$ cat src/hdl/bipf_pkg.sv
// Shared constants, types and status codes for the BST insertion parent finder.
package bipf_pkg;

   localparam int IO_KEY_BITS      = 32;
   localparam int DEFAULT_CAPACITY = 1024;
   localparam int DEFAULT_KEY_BITS = 32;
   localparam int FLAG_BITS        = 2;
   localparam int FLAG_LEFT_BIT    = 0;
   localparam int FLAG_RIGHT_BIT   = 1;

   typedef enum logic [1:0] {
      STATUS_PARENT    = 2'd0,
      STATUS_ROOT      = 2'd1,
      STATUS_DUPLICATE = 2'd2,
      STATUS_FULL      = 2'd3
   } status_type;

   typedef enum logic [7:0] {
      ST_IDLE  = 8'b0000_0001,
      ST_SRCH  = 8'b0000_0010,
      ST_SCMP  = 8'b0000_0100,
      ST_SUCC  = 8'b0000_1000,
      ST_PRED  = 8'b0001_0000,
      ST_SHIFT = 8'b0010_0000,
      ST_DRAIN = 8'b0100_0000,
      ST_INS   = 8'b1000_0000
   } state_type;

endpackage

$ cat src/hdl/bipf_ctrl.sv
// Sequencer: binary search, neighbor lookup, flag update, table shift and insert.
module bipf_ctrl
   import bipf_pkg::*;
#(
   parameter int CAPACITY = DEFAULT_CAPACITY,
   parameter int KEY_BITS = DEFAULT_KEY_BITS,
   localparam int ADDR_W  = $clog2(CAPACITY),
   localparam int CNT_W   = $clog2(CAPACITY + 1),
   localparam int ENT_W   = KEY_BITS + FLAG_BITS
) (
   input  logic              clock,
   input  logic              reset,
   input  logic              start,
   input  logic [KEY_BITS-1:0] key,
   output logic              busy,
   output logic              rsp_valid,
   output logic [KEY_BITS-1:0] rsp_parent,
   output status_type        rsp_status,
   output logic              mem_wr_en,
   output logic [ADDR_W-1:0] mem_wr_addr,
   output logic [ENT_W-1:0]  mem_wr_data,
   output logic              mem_rd_en,
   output logic [ADDR_W-1:0] mem_rd_addr,
   input  logic [ENT_W-1:0]  mem_rd_data
);

   localparam logic [CNT_W-1:0] CAP_CNT = CNT_W'(CAPACITY);

   state_type           state_ff, state_in;
   logic [CNT_W-1:0]    count_ff, count_in;
   logic [CNT_W-1:0]    lo_ff, lo_in, hi_ff, hi_in;
   logic [CNT_W-1:0]    mid;
   logic [KEY_BITS-1:0] key_ff, key_in;
   logic [KEY_BITS-1:0] succ_ff, succ_in;
   logic [KEY_BITS-1:0] parent_ff, parent_in;
   status_type          status_ff, status_in;
   logic                mark_ff, mark_in;
   logic [ADDR_W-1:0]   rd_idx_ff, rd_idx_in;
   logic                pend_ff, pend_in;
   logic [ADDR_W-1:0]   pend_addr_ff, pend_addr_in;
   logic                rsp_valid_ff, rsp_valid_in;

   logic [KEY_BITS-1:0]  rd_key;
   logic [FLAG_BITS-1:0] rd_flags;
   logic [ADDR_W-1:0]    pos_a;
   logic [ADDR_W-1:0]    pos_plus1;
   logic [FLAG_BITS-1:0] shift_flags;

   assign rd_key    = mem_rd_data[ENT_W-1:FLAG_BITS];
   assign rd_flags  = mem_rd_data[FLAG_BITS-1:0];
   assign mid       = lo_ff + ((hi_ff - lo_ff) >> 1);
   assign pos_a     = lo_ff[ADDR_W-1:0];
   assign pos_plus1 = pos_a + ADDR_W'(1);

   // Carry the successor's left-child mark along as it moves up one slot.
   always_comb begin
      shift_flags = rd_flags;
      if (mark_ff && pend_addr_ff == pos_plus1) begin
         shift_flags[FLAG_LEFT_BIT] = 1'b1;
      end
   end

   always_comb begin
      state_in     = state_ff;
      count_in     = count_ff;
      lo_in        = lo_ff;
      hi_in        = hi_ff;
      key_in       = key_ff;
      succ_in      = succ_ff;
      parent_in    = parent_ff;
      status_in    = status_ff;
      mark_in      = mark_ff;
      rd_idx_in    = rd_idx_ff;
      pend_in      = 1'b0;
      pend_addr_in = pend_addr_ff;
      rsp_valid_in = 1'b0;
      mem_rd_en    = 1'b0;
      mem_rd_addr  = pos_a;
      mem_wr_en    = 1'b0;
      mem_wr_addr  = pend_addr_ff;
      mem_wr_data  = {rd_key, shift_flags};

      if (pend_ff) begin
         mem_wr_en = 1'b1;
      end

      case (state_ff)
         ST_IDLE: begin
            if (start) begin
               key_in    = key;
               lo_in     = '0;
               hi_in     = count_ff;
               mark_in   = 1'b0;
               parent_in = '0;
               status_in = STATUS_PARENT;
               state_in  = ST_SRCH;
            end
         end
         ST_SRCH: begin
            if (lo_ff < hi_ff) begin
               mem_rd_en   = 1'b1;
               mem_rd_addr = mid[ADDR_W-1:0];
               state_in    = ST_SCMP;
            end else if (lo_ff < count_ff) begin
               mem_rd_en = 1'b1;
               state_in  = ST_SUCC;
            end else if (count_ff == CAP_CNT) begin
               status_in    = STATUS_FULL;
               rsp_valid_in = 1'b1;
               state_in     = ST_IDLE;
            end else if (count_ff == '0) begin
               status_in = STATUS_ROOT;
               state_in  = ST_INS;
            end else begin
               mem_rd_en   = 1'b1;
               mem_rd_addr = pos_a - ADDR_W'(1);
               state_in    = ST_PRED;
            end
         end
         ST_SCMP: begin
            if (rd_key < key_ff) begin
               lo_in = mid + CNT_W'(1);
            end else begin
               hi_in = mid;
            end
            state_in = ST_SRCH;
         end
         ST_SUCC: begin
            succ_in = rd_key;
            if (rd_key == key_ff) begin
               status_in    = STATUS_DUPLICATE;
               rsp_valid_in = 1'b1;
               state_in     = ST_IDLE;
            end else if (count_ff == CAP_CNT) begin
               status_in    = STATUS_FULL;
               rsp_valid_in = 1'b1;
               state_in     = ST_IDLE;
            end else if (lo_ff == '0) begin
               parent_in = rd_key;
               mark_in   = 1'b1;
               rd_idx_in = count_ff[ADDR_W-1:0] - ADDR_W'(1);
               state_in  = ST_SHIFT;
            end else begin
               mem_rd_en   = 1'b1;
               mem_rd_addr = pos_a - ADDR_W'(1);
               state_in    = ST_PRED;
            end
         end
         ST_PRED: begin
            if (!rd_flags[FLAG_RIGHT_BIT]) begin
               parent_in   = rd_key;
               mem_wr_en   = 1'b1;
               mem_wr_addr = pos_a - ADDR_W'(1);
               mem_wr_data = {rd_key, rd_flags | FLAG_BITS'(1 << FLAG_RIGHT_BIT)};
            end else if (lo_ff < count_ff) begin
               parent_in = succ_ff;
               mark_in   = 1'b1;
            end else begin
               parent_in = rd_key;
            end
            rd_idx_in = count_ff[ADDR_W-1:0] - ADDR_W'(1);
            state_in  = (lo_ff < count_ff) ? ST_SHIFT : ST_INS;
         end
         ST_SHIFT: begin
            // Read slot i while the entry from slot i+1 is written to i+2.
            mem_rd_en    = 1'b1;
            mem_rd_addr  = rd_idx_ff;
            pend_in      = 1'b1;
            pend_addr_in = rd_idx_ff + ADDR_W'(1);
            rd_idx_in    = rd_idx_ff - ADDR_W'(1);
            if (rd_idx_ff == pos_a) begin
               state_in = ST_DRAIN;
            end
         end
         ST_DRAIN: begin
            state_in = ST_INS;
         end
         ST_INS: begin
            mem_wr_en    = 1'b1;
            mem_wr_addr  = pos_a;
            mem_wr_data  = {key_ff, FLAG_BITS'(0)};
            count_in     = count_ff + CNT_W'(1);
            rsp_valid_in = 1'b1;
            state_in     = ST_IDLE;
         end
         default: begin
            state_in = ST_IDLE;
         end
      endcase
   end

   always_ff @(posedge clock) begin
      if (reset) begin
         state_ff     <= ST_IDLE;
         count_ff     <= '0;
         pend_ff      <= 1'b0;
         rsp_valid_ff <= 1'b0;
      end else begin
         state_ff     <= state_in;
         count_ff     <= count_in;
         pend_ff      <= pend_in;
         rsp_valid_ff <= rsp_valid_in;
      end
   end

   always_ff @(posedge clock) begin
      lo_ff        <= lo_in;
      hi_ff        <= hi_in;
      key_ff       <= key_in;
      succ_ff      <= succ_in;
      parent_ff    <= parent_in;
      status_ff    <= status_in;
      mark_ff      <= mark_in;
      rd_idx_ff    <= rd_idx_in;
      pend_addr_ff <= pend_addr_in;
   end

   assign busy       = (state_ff != ST_IDLE);
   assign rsp_valid  = rsp_valid_ff;
   assign rsp_status = status_ff;
   assign rsp_parent = (status_ff == STATUS_PARENT) ? parent_ff : '0;

endmodule

$ cat config.mk
export PLATFORM = sky130hd
export DESIGN_NAME = bipf_ctrl
export DESIGN_NICKNAME = d
export VERILOG_FILES = /design/src/hdl/bipf_pkg.sv /design/src/hdl/bipf_ctrl.sv
export SDC_FILE = /design/constraint.sdc
export NUM_CORES = 1
export LEC_CHECK = 0
export ABC_AREA = 1
export CAP_MARGIN = 10
export CELL_PAD_IN_SITES_DETAIL_PLACEMENT = 0
export CELL_PAD_IN_SITES_GLOBAL_PLACEMENT = 1
export CORE_MARGIN = 4
export CORE_UTILIZATION = 43
export DETAILED_ROUTE_END_ITERATION = 6
export DONT_BUFFER_PORTS = 1
export GPL_TIMING_DRIVEN = 0
export PLACE_DENSITY = 0.77
export SYNTH_ARGS = -nofsm -noshare
export SYNTH_HDL_FRONTEND = slang
export SYNTH_SLANG_ARGS = --single-unit
$ cat constraint.sdc
create_clock -name clock -period 3.5 [get_ports clock]
set_input_delay 0.7 -clock clock [delete_from_list [all_inputs] [get_ports clock]]
set_output_delay 0.7 -clock clock [all_outputs]
set_load 0.02 [all_outputs]
==> impl_metrics.env <==
export IMPL_status="complete, but fails checks"
export IMPL_violations="negative setup slack"
export IMPL_cp_max_fo=5
export IMPL_holdCritPathClass="input port to flip-flop"
export IMPL_synth_top_cells_by_area="edfxtp_1, nand2_1, ha_1"
export IMPL_grt_pass1_vias=9353
export IMPL_cts_buffers=17
export IMPL_synth_seq_cells=162
export IMPL_drcViolationCount=0
export IMPL_ctsHoldBuffers=0
export IMPL_vias=10000
export IMPL_netSwitchingFraction=0.509
export IMPL_stdcell_count=1841
export IMPL_slew_headroom=0.323
export IMPL_dp_cells=1760
export IMPL_combPwrFrac=0.674
export IMPL_vias_per_cell=5.44
export IMPL_syn_area_um2=11200
export IMPL_intPower_mw=7.13
export IMPL_finalSetupTns_ps=-3460
export IMPL_p_sw_mw=7.39
export IMPL_rsz0062_at_grt="yes"
export IMPL_required_ps=2800
export IMPL_root_buffer="clkbuf_16"
export IMPL_core_um2=25300
export IMPL_p_per_area_nw_per_um2=1100
export IMPL_cts_tree="done"
export IMPL_r2r_start="lo_ff[0]$_SDFFCE_PP0P_"
export IMPL_fin_crit_sh=1.17
export IMPL_avgSynthCellArea_um2=7.81
export IMPL_final_hold_viol_count=0
export IMPL_synth_cell_types=52
export IMPL_num_rows=58
export IMPL_power_leakage_nw=5.78
export IMPL_detailed_place_hpwl_mm=27.3
export IMPL_drt_pass1_iter_count=5
export IMPL_die_area_um2=28600
export IMPL_placed_area_um2=11700
export IMPL_reg2reg_depth=17
export IMPL_cts_max_level=4
export IMPL_maxCapViolations=0
export IMPL_ir_drop_mv=0.942
export IMPL_period_needed_ps=4100
export IMPL_synth_top_cell_by_area="edfxtp_1"
export IMPL_setup_worst_path_start="lo_ff[5]$_SDFFCE_PP0P_"
export IMPL_routedWlPerCell_um=19.9
export IMPL_io_buffer_count=0
export IMPL_ant_nets=0
export IMPL_nets=1637
export IMPL_antenna_found_initial=3
export IMPL_yosysSeqAreaShare=0.417
export IMPL_clockPowerShare=0.129
export IMPL_cts_sinks=162
export IMPL_drive_gt1_frac=0.174
export IMPL_clock_skew_ps=20.0
export IMPL_synth_top_cells_by_count="nand2_1, inv_1, edfxtp_1, nor2_1, nand3_1"
export IMPL_setup_slack_ps=-599
export IMPL_die_h_um=169
export IMPL_tightest_slew_ps=1010
export IMPL_synth_top_area_frac=0.379
export IMPL_ios=161
export IMPL_yosysWarnings=0
export IMPL_seq_power_share=0.197
export IMPL_synthCells=1429
export IMPL_track_usage=0.247
export IMPL_clock_latency_ps=430
export IMPL_drtIter0Drc=909
export IMPL_grt_max_degree=42
export IMPL_ys_async_sr_fraction=0
export IMPL_slew_violations=0
export IMPL_cts_clk_slew_worst_paths_ps=80
export IMPL_start_kind="flip-flop"
export IMPL_final_area_um2=13200
export IMPL_area_growth_syn_to_layout_pct=18.4
export IMPL_synth_nets=1571
export IMPL_end_kind="output pin"
export IMPL_start_util=0.441
export IMPL_rrSetupSlack_ps=90
export IMPL_fmax_mhz=244
export IMPL_path_class="flip-flop to output pin"
export IMPL_fp_dieW_um=169
export IMPL_gp_congestion=0.960
export IMPL_grt_ovfl_total=0
export IMPL_yosys_most_used_dff="edfxtp_1"
export IMPL_synth_edf_count=141
export IMPL_clockBufferDepth=2
export IMPL_r2r_end="lo_ff[10]$_SDFFCE_PP0P_"
export IMPL_yosys_cell_count_top_type="nand2_1"
export IMPL_routed_wl_mm=36.6
export IMPL_crit_path_end="mem_rd_addr[8]"
export IMPL_grt_pass1_wl_mm=54.3
export IMPL_power_mw=14.5
export IMPL_crit_arrival_ps=3400
export IMPL_setup_viol=8
export IMPL_fin_util=0.522
-- state kept, by name (all words and copies together), names as in the netlist --
| signal | flops |
|---|---|
| key_ff | 32 |
| parent_ff | 32 |
| succ_ff | 32 |
| count_ff | 11 |
| hi_ff | 11 |
| lo_ff | 11 |
| pend_addr_ff | 10 |
| rd_idx_ff | 10 |
| state_ff | 8 |
| rsp_status | 2 |
| mark_ff | 1 |
| pend_ff | 1 |
| rsp_valid | 1 |
-- cells by family after synthesis --
group | synth area share
simple gates | 0.279
buf+inv | 0.0944
compound gates | 0.0981
flops | 0.417
fa+ha+maj | 0.0832
xor+xnor | 0.0282
-- worst min path at each step --
| stage | to | start | cells after the start | slack, ps |
|---|---|---|---|---|
| after global placement | parent_ff[15]$_DFFE_PP_ | succ_ff[15]$_DFFE_PP_ | 2 | 510 |
| after floorplan | count_ff[10]$_SDFFE_PP0N_ | count_ff[10]$_SDFFE_PP0N_ | 2 | 470 |
| after detailed placement | parent_ff[15]$_DFFE_PP_ | succ_ff[15]$_DFFE_PP_ | 2 | 510 |
| final | key_ff[6]$_DFFE_PP_ | key[6] | 0 | 360 |
| after global routing | key_ff[29]$_DFFE_PP_ | key[29] | 0 | 350 |
| after CTS | key_ff[28]$_DFFE_PP_ | key[28] | 0 | 350 |
-- layout make-up --
cell class	count	area, um2
clock buffers	18	429
multi-input cells	1003	6030
clock inverters	14	143
flip-flops and latches	162	4660
diodes	3	7.51
inverters	224	903
fillers	2503	12100
well taps	330	413
plain buffers	39	263
repair buffers	48	380
-- cell usage in the layout (no fill, tap or decap), types with 8 or more instances in the layout --
cell / instances
nor3_1: 14
nor2_1: 112
xor2_1: 25
buf_4: 49
nand2_1: 347
buf_6: 12
nand3_1: 95
clkbuf_16: 17
edfxtp_1: 141
inv_2: 14
nand3_2: 11
ha_4: 16
nand2_4: 8
nand4_1: 24
inv_1: 195
ha_1: 52
clkbuf_1: 15
a21oi_1: 49
nor2_2: 19
o21ai_1: 16
nand2_2: 26
o21ai_0: 96
buf_2: 9
nor2_4: 11
dfxtp_1: 19
-- power groups by stage --
stage                     Sequential [mW]  Combinational (mW)  Clock (mW)
after floorplan                      2.84                5.26           0
after global placement               2.97                7.12           0
after detailed placement             2.95                7.19           0
after CTS                            2.86                8.60        1.90
after global routing                 2.90                10.6        1.98
final                                2.87                9.78        1.87
-- critical path: stages (launching register included) --
cell	delay [ps]
edfxtp_1	480
buf_6	150
clkinvlp_4	140
ha_4	280
a21o_1	170
a31oi_1	210
xnor2_1	170
ha_2	350
a21oi_2	160
nor2_1	70
nor2_2	100
nand2_1	60
nand2_1	60
nand2_2	90
nand2_2	90
nand3_2	100
a21oi_4	290
-- what timing repair did --
item,4_1_cts,5_1_grt
pin swaps,28,38
resized for setup,74,71
setup endpoints to repair,34,18
setup buffers,33,13
-- through the flow --
| step | hold slack, ps | setup slack, ps |
|---|---|---|
| final | 356 | -599 |
| after global routing | 345 | -788 |
| after CTS | 348 | -578 |
| after detailed placement | 514 | -984 |
| after global placement | 505 | -1320 |
| after floorplan | 471 | 6.67 |
-- routing by layer --
metal	global-route usage	routed length, um	up-vias
met1	0.331	15800	4697
met4	0.0994	1100	0
met2	0.398	17000	412
met5	0	0	-
met3	0.0441	2680	67
li1	-	-	4840
No activity file was read; power rests on OpenSTA's default activity.
